<file path="src/rtl/kms_pkg.sv">
// Shared constants and types of the k-mer minimizer selector.
// No dependencies; imported by every module of the block.
package kms_pkg;

    localparam int HASH_W      = 64;
    localparam int KLEN_W      = 6;
    localparam int WLEN_W      = 7;
    localparam int CFG_W       = 7;
    localparam int OUT_POS_W   = 32;
    localparam int IN_TDATA_W  = 8;
    localparam int OUT_TDATA_W = 96;
    localparam int KMER_MAX    = 32;

    // configuration register indexes
    localparam logic CFG_KMER_LEN   = 1'b0;
    localparam logic CFG_WINDOW_LEN = 1'b1;

    // shift amounts of the mixing hash
    localparam int HSH_SH_A = 21;
    localparam int HSH_SH_B = 24;
    localparam int HSH_SH_C = 3;
    localparam int HSH_SH_D = 8;
    localparam int HSH_SH_E = 14;
    localparam int HSH_SH_F = 2;
    localparam int HSH_SH_G = 4;
    localparam int HSH_SH_H = 28;
    localparam int HSH_SH_I = 31;

    // queue operation broadcast to every cell
    typedef struct packed {
        logic clear;   // drop all entries
        logic ins;     // cut entries with hash >= new, append new
        logic pop;     // shift toward head by one
        logic full;    // all cells survive the cut: drop head on insert
    } cell_ctl_t;

endpackage

</file>
<file path="src/rtl/kms_hash.sv">
// Four-stage shift-add-xor hash of one k-mer, masked to 2k bits.
// Depends on kms_pkg.
module kms_hash
(
    input  logic                      clk,
    input  logic                      rst_n,
    input  logic                      start,
    input  logic [kms_pkg::HASH_W-1:0] key,
    input  logic [kms_pkg::HASH_W-1:0] mask,
    output logic                      done,
    output logic [kms_pkg::HASH_W-1:0] hash
);
    import kms_pkg::*;

    logic [3:0]        vld_reg;
    logic [3:0]        vld_next;
    logic [HASH_W-1:0] s1_reg, s2_reg, s3_reg, s4_reg;
    logic [HASH_W-1:0] s1_next, s2_next, s3_next, s4_next;
    logic [HASH_W-1:0] b, d, f;

    always_comb
    begin
        vld_next = {vld_reg[2:0], start};
        s1_next  = (~key + (key << HSH_SH_A)) & mask;
        b        = s1_reg ^ (s1_reg >> HSH_SH_B);
        s2_next  = (b + (b << HSH_SH_C) + (b << HSH_SH_D)) & mask;
        d        = s2_reg ^ (s2_reg >> HSH_SH_E);
        s3_next  = (d + (d << HSH_SH_F) + (d << HSH_SH_G)) & mask;
        f        = s3_reg ^ (s3_reg >> HSH_SH_H);
        s4_next  = (f + (f << HSH_SH_I)) & mask;
    end

    always_ff @(posedge clk or negedge rst_n)
    begin
        if (!rst_n)
        begin
            vld_reg <= '0;
        end
        else
        begin
            vld_reg <= vld_next;
        end
    end

    always_ff @(posedge clk)
    begin
        if (vld_next[0])
        begin
            s1_reg <= s1_next;
        end
        if (vld_next[1])
        begin
            s2_reg <= s2_next;
        end
        if (vld_next[2])
        begin
            s3_reg <= s3_next;
        end
        if (vld_next[3])
        begin
            s4_reg <= s4_next;
        end
    end

    assign done = vld_reg[3];
    assign hash = s4_reg;

endmodule

</file>
<file path="config.mk">
export PLATFORM = sky130hd
export DESIGN_NAME = kms_hash
export DESIGN_NICKNAME = d
export VERILOG_FILES = /design/src/rtl/kms_pkg.sv /design/src/rtl/kms_hash.sv
export SDC_FILE = /design/constraint.sdc
export NUM_CORES = 1
export LEC_CHECK = 0
export BUFFER_PORTS_ARGS = -buffer_cell sky130_fd_sc_hd__buf_2
export CAP_MARGIN = 20
export CELL_PAD_IN_SITES_DETAIL_PLACEMENT = 0
export CELL_PAD_IN_SITES_GLOBAL_PLACEMENT = 1
export CORE_ASPECT_RATIO = 1.1
export CORE_MARGIN = 2
export CORE_UTILIZATION = 52
export CTS_CLUSTER_SIZE = 28
export DETAILED_ROUTE_END_ITERATION = 16
export HOLD_SLACK_MARGIN = 0.03
export PLACE_DENSITY_LB_ADDON = 0.15
export SLEW_MARGIN = 15
export SYNTH_ARGS = -nofsm -noshare
export SYNTH_HDL_FRONTEND = slang
export SYNTH_SLANG_ARGS = --single-unit
</file>
<file path="constraint.sdc">
create_clock -name clk -period 7.3 [get_ports clk]
set_input_delay 0.365 -clock clk [delete_from_list [all_inputs] [get_ports clk]]
set_output_delay 0.365 -clock clk [all_outputs]
set_load 0.01 [all_outputs]
</file>
==> flow_summary.ini <==
[clocking]
cts_setup_buffers = 0
clk_latency_ns = 0.58
cts_buffer_depth = 3
h-tree-depth = 1
cts_tree = built
path_clk_slew_ns = 0.06
cts_resized = 0
ctsRootBufferMaster = clkbuf_16
cts.sinks = 260
cts_buffers = 28

[global_routing]
grt_pass1_vias = 20000
grt_pass1_wl_mm = 123
grt_max_degree = 66
overflow = 0
antenna_found_initial = 20
grtUsageTotal_pct = 33.8

[setup_path]
max_stage_delay_ns = 0.92
cp.required_ns = 7.62
worstPathArrival_ns = 5.18
cp-end-kind = flip-flop
start_kind = flip-flop
critical-path-top-delay-family = compound AO/OA/AOI/OAI gates
crit_fanout = 6
critPathSlowestCell = a2111oi_0
reg2reg_depth = 14
rrSetupSlack_ns = 2.44
critical_path_class = flip-flop to flip-flop
r2r-end = s2_reg[55]$_DFFE_PP_
path_buf_inv = 0
r2r-start = s1_reg[28]$_DFFE_PP_
path_cells = xor2_1 > xor2_1 > ha_1 > ha_1 > and3_1 > and3_1 > nand3_1 > a31oi_1 > o2111ai_1 > a21oi_1 > o21ai_0 > a2111oi_0 > o21a_1 > nor3_1

[worst_hold_path]
hold_class = primary input to flip-flop
holdPathStages = 2
worstHoldStart = key[20]
whs_endpoint = s1_reg[20]$_DFFE_PP_

[layout]
regArea_um2 = 7790
fin_nets = 3165
finalNonFillerCells = 3339
drive_gt1_share_pct = 10.2
area_growth_pct = 10.4
fillers = 4178
multi_input_area_um2 = 16100

[timing]
post-route-min-period_ns = 4.86
fin_skew_ns = 0.0220
max_freq_mhz = 206
rsz0062_at_grt = no
finalSetupViolCount = 0
setup_tns_ns = 0
fin_crit_sh_pct = 66.6
slew_violations = 0
slew_headroom_pct = 33.2
hold_viol = 0
worst_slew_pin_slew_ns = 0.977

[routing]
wl_mm = 82.5
vias = 20300
vias_per_cell = 6.07
ant_nets = 0
post-route-drc-count = 0
wl_per_cell_um = 24.7
firstDrtPassIters = 5
drtIter0Drc = 1749

[synthesis]
yosysUniqueCellTypes = 83
synth_seq_cells = 260
ys_warn_count = 0
ys_seq_area_share_pct = 31.8
syn_area_per_cell_um2 = 9.65
synth_ff_type = edfxtp_1
ys_top_cells_by_area = edfxtp_1 (31%), ha_1 (14%), xor2_1 (9.2%)
syn_nets = 2979
synth_edf_count = 256
synth_cells = 2534
syn_area_um2 = 24500
synth_top_area_share_pct = 31.4
yosys.area.top_type = edfxtp_1
async_reset_ff_share_pct = 1.54

[status]
outcome = completed

[die]
coreArea_um2 = 46500
start_util_pct = 52.6
die_area_um2 = 48800
die_w_um = 211
rows = 83
die_h_um = 231
io_pins = 196

[placement]
dp_hpwl_mm = 69.6
gp_routability_congestion = 0.999
port-buffer-count = 195
placed_cells = 3284

[flow_run]
cap_viol_max_count = 0
-- cells in the final DEF (no fill, tap or decap), drive strengths merged, types with 111 or more instances in the layout --
cell type / instances
ha: 278
xor2: 258
edfxtp: 256
buf: 199
a21o: 198
a21oi: 196
and2: 181
nand2: 137
o21ai: 114
inv: 111
-- what timing repair did --
| action | 4_1_cts | 5_1_grt |
|---|---|---|
| setup endpoints to repair | 0 | 0 |
| hold buffers | 1 | 0 |
| endpoints found under the hold margin | 4 | 0 |
-- logic make-up after synthesis --
group / share of synthesized area [%]
multiplexers: 0.716
adder cells (fa/ha/maj): 17.2
XOR/XNOR: 12.6
flip-flops: 31.8
buffers and inverters: 2.35
AND/OR/NAND/NOR: 16.1
AO/OA/AOI/OAI: 19.2
-- Yosys cell counts (13+ instances only) --
master      n
ha_1      278
xor2_1    258
edfxtp_1  256
a21o_1    197
a21oi_1   195
and2_1    179
nand2_1   137
o21ai_0   112
inv_1     107
nor2_1    107
xnor2_1    95
nor2b_1    46
nor3_1     45
nand3_1    42
nand4_1    42
o21bai_1   41
and3_1     39
clkbuf_1   37
fa_1       36
nand2b_1   36
o21a_1     25
a31oi_1    23
a211oi_1   16
or3_1      16
and3b_1    15
mux2i_1    13
-- layout make-up --
| class | instances | area share [%] |
|---|---|---|
| repair buffers | 200 | 3.76 |
| clock buffers | 37 | 2.83 |
| inverters | 107 | 1.49 |
| well taps | 595 | 2.76 |
| flip-flops and latches | 260 | 28.8 |
| clock inverters | 15 | 0.722 |
| diodes | 2 | 0.0185 |
| multi-input cells | 2123 | 59.6 |
-- worst reg2reg max path, stage by stage, from the launching register on --
cell and delay (ns):
edfxtp_1 0.52, xor2_1 0.51, xor2_1 0.21, ha_1 0.26, ha_1 0.41, and3_1 0.22, and3_1 0.16, nand3_1 0.11
a31oi_1 0.27, o2111ai_1 0.22, a21oi_1 0.33, o21ai_0 0.23, a2111oi_0 0.92, o21a_1 0.19, nor3_1 0.04
-- layer usage --
metal,vias to the layer above,GRT usage [%],wire length (µm)
li1,9644,-,-
met5,-,0,0
met3,180,3.60,4910
met2,772,57.1,38800
met1,9659,42.9,33900
met4,0,17.5,4840
-- through the flow --
| step | area (µm²) | hold slack (ns) | utilization, % | setup WS [ns] |
|---|---|---|---|---|
| global route | 27000 | 0.0961 | 58.1 | 2.20 |
| global placement | 26000 | 0.169 | 56.0 | 2.45 |
| floorplan | 24500 | 0.0694 | - | 3.34 |
| CTS | 27000 | 0.0712 | 58.1 | 2.48 |
| detailed placement | 26000 | 0.172 | 56.0 | 2.51 |
| finish | 27000 | 0.0920 | 58.1 | 2.44 |
-- worst max-delay path by stage --
stage	startpoint	end	slack, ns	cells after the start
floorplan	s2_reg[19]$_DFFE_PP_	s3_reg[62]$_DFFE_PP_	3.34	15
global placement	s1_reg[26]$_DFFE_PP_	s2_reg[61]$_DFFE_PP_	2.45	15
detailed placement	s1_reg[26]$_DFFE_PP_	s2_reg[55]$_DFFE_PP_	2.51	15
CTS	s1_reg[36]$_DFFE_PP_	s2_reg[63]$_DFFE_PP_	2.48	15
global route	s1_reg[29]$_DFFE_PP_	s2_reg[60]$_DFFE_PP_	2.20	15
finish	s1_reg[28]$_DFFE_PP_	s2_reg[55]$_DFFE_PP_	2.44	14
Power is not shown: default switching activity piles up to over one toggle a cycle in this logic, so the estimate is an artifact.
