[src/rtl/kms_pkg.sv]
// Shared constants and types of the k-mer minimizer selector.
// No dependencies; imported by every module of the block.
package kms_pkg;

    localparam int HASH_W      = 64;
    localparam int KLEN_W      = 6;
    localparam int WLEN_W      = 7;
    localparam int CFG_W       = 7;
    localparam int OUT_POS_W   = 32;
    localparam int IN_TDATA_W  = 8;
    localparam int OUT_TDATA_W = 96;
    localparam int KMER_MAX    = 32;

    // configuration register indexes
    localparam logic CFG_KMER_LEN   = 1'b0;
    localparam logic CFG_WINDOW_LEN = 1'b1;

    // shift amounts of the mixing hash
    localparam int HSH_SH_A = 21;
    localparam int HSH_SH_B = 24;
    localparam int HSH_SH_C = 3;
    localparam int HSH_SH_D = 8;
    localparam int HSH_SH_E = 14;
    localparam int HSH_SH_F = 2;
    localparam int HSH_SH_G = 4;
    localparam int HSH_SH_H = 28;
    localparam int HSH_SH_I = 31;

    // queue operation broadcast to every cell
    typedef struct packed {
        logic clear;   // drop all entries
        logic ins;     // cut entries with hash >= new, append new
        logic pop;     // shift toward head by one
        logic full;    // all cells survive the cut: drop head on insert
    } cell_ctl_t;

endpackage

[src/rtl/kms_cell.sv]
// One entry of the monotone window queue; cells form a row, head at cell 0.
// Depends on kms_pkg.
module kms_cell #(
    parameter int POS_BITS = 32
)
(
    input  logic                       clk,
    input  logic                       rst_n,
    input  kms_pkg::cell_ctl_t         ctl,
    input  logic [POS_BITS-1:0]        new_pos,
    input  logic [kms_pkg::HASH_W-1:0] new_hash,
    input  logic                       left_live,
    input  logic                       nbr_valid,
    input  logic [POS_BITS-1:0]        nbr_pos,
    input  logic [kms_pkg::HASH_W-1:0] nbr_hash,
    output logic                       valid,
    output logic [POS_BITS-1:0]        pos,
    output logic [kms_pkg::HASH_W-1:0] hash,
    output logic                       live
);
    import kms_pkg::*;

    logic                valid_reg;
    logic                valid_next;
    logic [POS_BITS-1:0] pos_reg;
    logic [HASH_W-1:0]   hash_reg;
    logic                ld;
    logic [POS_BITS-1:0] src_pos;
    logic [HASH_W-1:0]   src_hash;

    // survives the cut of a new hash
    assign live = valid_reg && (new_hash > hash_reg);

    always_comb
    begin
        valid_next = valid_reg;
        ld         = 1'b0;
        src_pos    = nbr_pos;
        src_hash   = nbr_hash;
        if (ctl.clear)
        begin
            valid_next = 1'b0;
        end
        else if (ctl.pop || (ctl.ins && ctl.full))
        begin
            valid_next = nbr_valid;
            ld         = 1'b1;
        end
        else if (ctl.ins)
        begin
            if (!live && left_live)
            begin
                valid_next = 1'b1;
                ld         = 1'b1;
                src_pos    = new_pos;
                src_hash   = new_hash;
            end
            else
            begin
                valid_next = live;
            end
        end
    end

    always_ff @(posedge clk or negedge rst_n)
    begin
        if (!rst_n)
        begin
            valid_reg <= 1'b0;
        end
        else
        begin
            valid_reg <= valid_next;
        end
    end

    always_ff @(posedge clk)
    begin
        if (ld)
        begin
            pos_reg  <= src_pos;
            hash_reg <= src_hash;
        end
    end

    assign valid = valid_reg;
    assign pos   = pos_reg;
    assign hash  = hash_reg;

endmodule

[config.mk]
export PLATFORM = sky130hd
export DESIGN_NAME = kms_cell
export DESIGN_NICKNAME = d
export VERILOG_FILES = /design/src/rtl/kms_pkg.sv /design/src/rtl/kms_cell.sv
export SDC_FILE = /design/constraint.sdc
export NUM_CORES = 1
export LEC_CHECK = 0
export BUFFER_PORTS_ARGS = -buffer_cell sky130_fd_sc_hd__buf_2
export CELL_PAD_IN_SITES_DETAIL_PLACEMENT = 0
export CELL_PAD_IN_SITES_GLOBAL_PLACEMENT = 1
export CORE_MARGIN = 2
export CORE_UTILIZATION = 38
export DETAILED_ROUTE_END_ITERATION = 7
export PLACE_DENSITY = 0.88
export REMOVE_ABC_BUFFERS = 1
export SETUP_SLACK_MARGIN = 0.5
export SYNTH_ARGS = -nofsm -noshare
export SYNTH_HDL_FRONTEND = slang
export SYNTH_SLANG_ARGS = --single-unit
export TNS_END_PERCENT = 20
[constraint.sdc]
create_clock -name clk -period 15.7 [get_ports clk]
set_clock_uncertainty 0.05 [all_clocks]
set_input_delay 0.785 -clock clk [delete_from_list [all_inputs] [get_ports clk]]
set_output_delay 0.785 -clock clk [all_outputs]
set_load 0.02 [all_outputs]
==> results_dict.tcl, run 1 <==
set metrics [dict create \
    post-cts-setup-buffers 0 \
    worst_ir_drop_vdd_mv 0.04891 \
    clkLatencyLatePin_ns 0.35 \
    syn_area_mm2 0.005932 \
    most-common-layout-cells "buf_2 (297), edfxtp_1 (96), inv_1 (65)" \
    die-height_um 128.9 \
    crit_slowest_cell "buf_4" \
    fmax_ghz 0.2251 \
    root_buffer "clkbuf_16" \
    maxSlewViolCount 0 \
    nNetsFinal 1009 \
    max_slew_margin_pct 44.55 \
    yosysSeqAreaShare_pct 49.02 \
    setup_viol 0 \
    synthDistinctLibCells 37 \
    worstMarginPinSlew_ns 0.8317 \
    final_util_pct 52.26 \
    port_buffers 297 \
    cp.arrival_ns 4.49 \
    crit_path_end_kind "flop" \
    final_common_cell "buf_2" \
    h-tree-depth 3 \
    die_w_um 128.9 \
    die-area_mm2 0.01663 \
    crit_chain "buf_2 > ha_1 > nand4_1 > nor4_1 > inv_1 > o211ai_1 > o211ai_1 > o211ai_4 > buf_4 > buf_4 > mux2_2" \
    coreArea_mm2 0.01520 \
    cp.required_ns 15.75 \
    cts.path.max_buffers 2 \
    wirelength_um 15040 \
    tns_ns 0 \
    cts_tree "yes" \
    num-fill-cells 1404 \
    cts_resized 0 \
    min_period_ns 4.442 \
    dp_cells 922 \
    rsz0062_at_grt "false" \
    drt_iter0_markers 128 \
    hpwl_um 12070 \
    grt_max_degree 59 \
    largest_reg_flops 64 \
    cts_sinks 97 \
    finalPower_w 0.0006987 \
    place.gp.congestion 0.7813 \
    drc 0 \
    critPathKind "in2reg" \
    min_period_over_period_pct 28.29 \
    instances_no_fill 938 \
    hp-class "in2async" \
    yosysWarnings 0 \
    start_util_pct 39.02 \
    hold_viol 0 \
    grt_remaining_overflow 0 \
    power.density_mw_per_mm2 87.94 \
    grt_pass1_vias 4490 \
    path_clk_slew_ns 0.07 \
    cts_buffers 9 \
    setup.worst_path.start_class "input pin" \
    layout-drive-gt1-share_pct 55.73 \
    synthesis.instances 443 \
    antenna_found_initial 0 \
    rows 45 \
    viasPerCell 4.825 \
    antenna_left 0 \
    ctsHoldBuffers 0 \
    cp_slowest_stage_delay_ns 0.75 \
    areaGrowthSynthToFinish_pct 33.94 \
    num_vias 4526 \
    synth-seq-cells 97 \
    io_pins 298 \
    outcome "finished clean" \
    grt_pass1_wl_um 22790 \
    syn_area_per_cell_um2 13.39 \
    grt_usage_pct 17.83 \
    path_max_fanout 55 \
    diodes 0 \
    wl_per_cell_um 16.03 \
    first_pass_iters 4 \
    power_leakage_nw 3.978 \
    cap_violations 0 \
]
[layout make-up]
cell class,instances,area (um2),area share [%]
sequential,97,2908,36.60
multi-input combinational,271,2721,34.25
timing repair buffer,301,1516,19.09
inverter,65,244.0,3.071
tap,188,235.2,2.961
clock buffer,9,225.2,2.835
clock inverter,7,95.09,1.197
[metal layers]
| metal | up-vias | part of all wire [%] | track usage (%) |
|---|---|---|---|
| met3 | 24 | 8.1 | 5.946 |
| met4 | 0 | 1.8 | 5.691 |
| met1 | 2062 | 42 | 21.46 |
| met5 | - | 0 | 0 |
| met2 | 185 | 49 | 30.25 |
| li1 | 2255 | - | - |
[kinds of logic after synthesis]
logic type | Yosys count | synth area share, %
flip-flops | 97 | 49.02
multiplexers | 96 | 20.76
buffers and inverters | 75 | 5.484
adder cells (fa/ha/maj) | 64 | 13.50
AO/OA/AOI/OAI | 57 | 6.412
AND/OR/NAND/NOR | 54 | 4.831
[final timing paths]
check | cells after the start | to | slack, ns | startpoint
min in group clk | 2 | pos[22]$_DFFE_PP_ | 0.68 | new_pos[22]
setup / recovery | 11 | pos[18]$_DFFE_PP_ | 11.26 | new_hash[63]
hold / removal | 1 | valid$_DFFE_PN0P_ | 0.15 | rst_n
setup reg to reg | 11 | pos[18]$_DFFE_PP_ | 11.38 | hash[61]$_DFFE_PP_
hold reg to reg | 3 | valid$_DFFE_PN0P_ | 0.71 | valid$_DFFE_PN0P_
max in group asynchronous | 1 | valid$_DFFE_PN0P_ | 15.37 | rst_n
[stage by stage]
| stage | area [um2] | hold slack, ns | setup slack (ns) |
|---|---|---|---|
| final | 7945 | 0.1462 | 11.26 |
| after global routing | 7945 | 0.1327 | 10.92 |
| after CTS | 7945 | 0.1315 | 11.21 |
| after detailed placement | 7625 | 0.5108 | 10.84 |
| after global placement | 7625 | 0.5110 | 10.91 |
| after floorplan | 5851 | 0.4394 | 5.361 |
[synth_stat cells]
cell / instances / area share, %
a221o_1: 1 / 0.17
o221a_2: 1 / 0.19
or4_4: 1 / 0.19
nor3b_1: 1 / 0.13
o31a_1: 1 / 0.15
a21o_1: 8 / 1.0
buf_6: 5 / 0.95
edfxtp_1: 96 / 49
a2111oi_4: 1 / 0.46
a21oi_1: 26 / 2.2
nor4_1: 1 / 0.11
nand4_1: 13 / 1.4
nor3_1: 4 / 0.34
a2bb2oi_1: 1 / 0.15
nand2_1: 13 / 0.82
inv_1: 65 / 4.1
a221oi_1: 1 / 0.15
o211ai_1: 3 / 0.38
ha_1: 64 / 13
and3_1: 2 / 0.21
nor2_1: 8 / 0.51
dfrtp_1: 1 / 0.42
and4_1: 2 / 0.30
nor2b_1: 1 / 0.11
o21ai_0: 7 / 0.59
o31ai_1: 1 / 0.13
a211oi_1: 2 / 0.25
a21boi_0: 1 / 0.13
mux2_2: 56 / 11
o211ai_2: 1 / 0.21
nor4b_1: 1 / 0.15
nand3_1: 6 / 0.51
and2_1: 1 / 0.11
buf_2: 5 / 0.42
o21a_1: 1 / 0.13
o21bai_1: 1 / 0.13
mux2_4: 40 / 10
[where the power goes]
part | total [W] | internal (W) | switching [W]
Sequential | 0.000315 | 0.000308 | 0.00000720
Combinational | 0.000144 | 0.0000651 | 0.0000792
Clock | 0.000239 | 0.000140 | 0.0000995
Total | 0.000699 | 0.000513 | 0.000186
[critical path, delay by kind of cell]
kind	cells	cell delay, ns
multiplexers	1	0.42
adder cells (fa/ha/maj)	1	0.31
AND/OR/NAND/NOR	2	0.64
buffers and inverters	4	1.48
AO/OA/AOI/OAI	3	0.77
Power figures use the tool's default switching activity.
==> run 2: changes to the inputs <==
- CORE_UTILIZATION: 38 -> 32
- PLACE_DENSITY: 0.88 -> 0.79
- clock period: 15.7 -> 3.6 ns (I/O delays scaled with it)
==> results_dict.tcl, run 2 (synthesis results as in run 1) <==
set metrics [dict create \
    outcome "finished with violations" \
    p_sw_share_pct 28.27 \
    cp.required_ns 3.65 \
    hp-class "in2reg" \
    place.gp.congestion 0.7573 \
    cp.buffers_inverters 3 \
    grt_pass1_wl_um 24330 \
    grt_pass1_vias 4826 \
    num_vias 4678 \
    internal_power_w 0.002158 \
    final_common_cell "buf_2" \
    min_to "hash[36]$_DFFE_PP_" \
    wirelength_um 16620 \
    coreArea_mm2 0.01809 \
    cap_violations 0 \
    rsz0062_at_grt "true" \
    cp_slowest_stage_delay_ns 0.50 \
    rows 49 \
    maxSlewViolCount 0 \
    nNetsFinal 1037 \
    areaGrowthSynthToFinish_pct 45.16 \
    tns_ns 0 \
    p_clk_share_pct 30.3 \
    most-common-layout-cells "buf_2 (297), edfxtp_1 (96), inv_1 (65)" \
    power_leakage_nw 4.297 \
    seqCellArea_mm2 0.002908 \
    hpwl_um 12630 \
    antenna_left 0 \
    worstHoldPathCells 2 \
    drc 18 \
    crit_path_end_kind "flop" \
    setup.worst_path.start_class "flop" \
    min_period_ns 3.182 \
    layout-drive-gt1-share_pct 58.94 \
    instances_no_fill 1006 \
    grt_remaining_overflow 0 \
    cp.arrival_ns 3.23 \
    fmax_ghz 0.3143 \
    num-fill-cells 1717 \
    hold_start "nbr_hash[36]" \
    worst_ir_drop_vdd_mv 0.2131 \
    wl_per_cell_um 16.52 \
    critPathKind "reg2reg" \
    port_buffers 297 \
    crit_slowest_cell "or4_4" \
    die-area_mm2 0.01964 \
    clkLatencyLatePin_ns 0.35 \
    worstMarginPinSlew_ns 0.6040 \
    cts_tree "yes" \
    cts_buffers 9 \
    root_buffer "clkbuf_16" \
    path_delay_family "compound AO/OA/AOI/OAI gates" \
    hold_viol 0 \
    rr_worst_depth 11 \
    viasPerCell 4.650 \
    min_period_over_period_pct 88.38 \
    die-height_um 140.2 \
    diodes 0 \
    violations "DRC" \
    first_pass_iters 8 \
    path_clk_slew_ns 0.07 \
    multi_input_area_mm2 0.002910 \
    cts.path.max_buffers 2 \
    r2r_end "hash[51]$_DFFE_PP_" \
    power.density_mw_per_mm2 349.4 \
    io_pins 298 \
    drt_iter0_markers 147 \
    antenna_found_initial 0 \
    p_comb_share_pct 24.0 \
    start_util_pct 32.80 \
    r2r_start "hash[1]$_DFFE_PP_" \
    seqPwrFrac_pct 45.7 \
    max_slew_margin_pct 59.31 \
    r2r_setup_slack_ns 0.42 \
    die_w_um 140.2 \
    switchingPower_w 0.0008503 \
    cts_sinks 97 \
    setup_viol 0 \
    grt_usage_pct 15.86 \
    grt_max_degree 41 \
    path_max_fanout 17 \
    h-tree-depth 3 \
    crit_chain "inv_1 > ha_1 > nor2b_1 > o211ai_1 > a21boi_0 > or4_4 > a2111oi_4 > o211ai_4 > buf_4 > clkbuf_16 > mux2_4" \
    dp_cells 968 \
    largest_reg_flops 64 \
]
==> run 2: changes by cell type in the layout (fill, tap and decap cells not counted), sizes merged <==
cell,before,now
inv,65,68
buf,301,323
dlygate4sd3,0,1
bufinv,2,0
clkbuf,9,14
clkinv,4,2
==> run 2: timing repair <==
action,in CTS,in global routing
buffers inserted,10,4
gates cloned,3,5
endpoints found under the hold margin,1,0
hold buffers,1,0
endpoints found under the setup margin,193,193
gates resized for setup,11,31
pin swaps,8,11
==> run 2: metrics by stage <==
stage | hold slack, ns | total power [W] | util, % | worst slack [ns] | area, um2
3_5_place_dp | -0.08747 | 0.002054 | 43.06 | 0.08571 | 7789
3_3_place_gp | -0.07954 | 0.002047 | 43.06 | 0.1527 | 7789
6_report | 0.07596 | 0.003008 | 47.61 | 0.4184 | 8611
4_1_cts | 0.06048 | 0.003028 | 45.75 | 0.4192 | 8274
5_1_grt | 0.05871 | 0.003161 | 47.61 | 0.2512 | 8611
2_1_floorplan | -0.1656 | 0.001786 | - | -6.457 | 5851
==> run 2: worst max-delay path by stage <==
stage	endpoint	cells after the start	slack, ns	start
after floorplan	hash[0]$_DFFE_PP_	9	-6.46	hash[1]$_DFFE_PP_
after global placement	hash[61]$_DFFE_PP_	11	0.15	hash[41]$_DFFE_PP_
after detailed placement	pos[21]$_DFFE_PP_	11	0.09	hash[41]$_DFFE_PP_
after CTS	pos[8]$_DFFE_PP_	11	0.42	hash[58]$_DFFE_PP_
after global routing	pos[13]$_DFFE_PP_	12	0.25	hash[60]$_DFFE_PP_
final	hash[51]$_DFFE_PP_	11	0.42	hash[1]$_DFFE_PP_
==> run 2: cell type report <==
class	instances	share of cell area, %
repair buffers	329	23.16
well taps	229	3.328
flip-flops and latches	97	33.77
clock inverters	6	0.4940
clock buffers	9	2.616
multi-input cells	271	33.80
inverters	65	2.833
==> run 2: power by group through the flow <==
stage / logic [W] / clock network [W] / registers (W)
global placement: 0.000649 / 0 / 0.00140
detailed placement: 0.000654 / 0 / 0.00140
finish: 0.000723 / 0.000912 / 0.00137
floorplan: 0.000267 / 0 / 0.00152
global route: 0.000795 / 0.000983 / 0.00138
CTS: 0.000702 / 0.000951 / 0.00138
==> run 2: layer usage <==
metal,up-vias,global-route usage [%],wire length [um]
met3,15,5.197,1261
met4,0,3.934,204
li1,2313,-,-
met5,-,0,0
met1,2154,18.92,6877
met2,196,27.68,8273
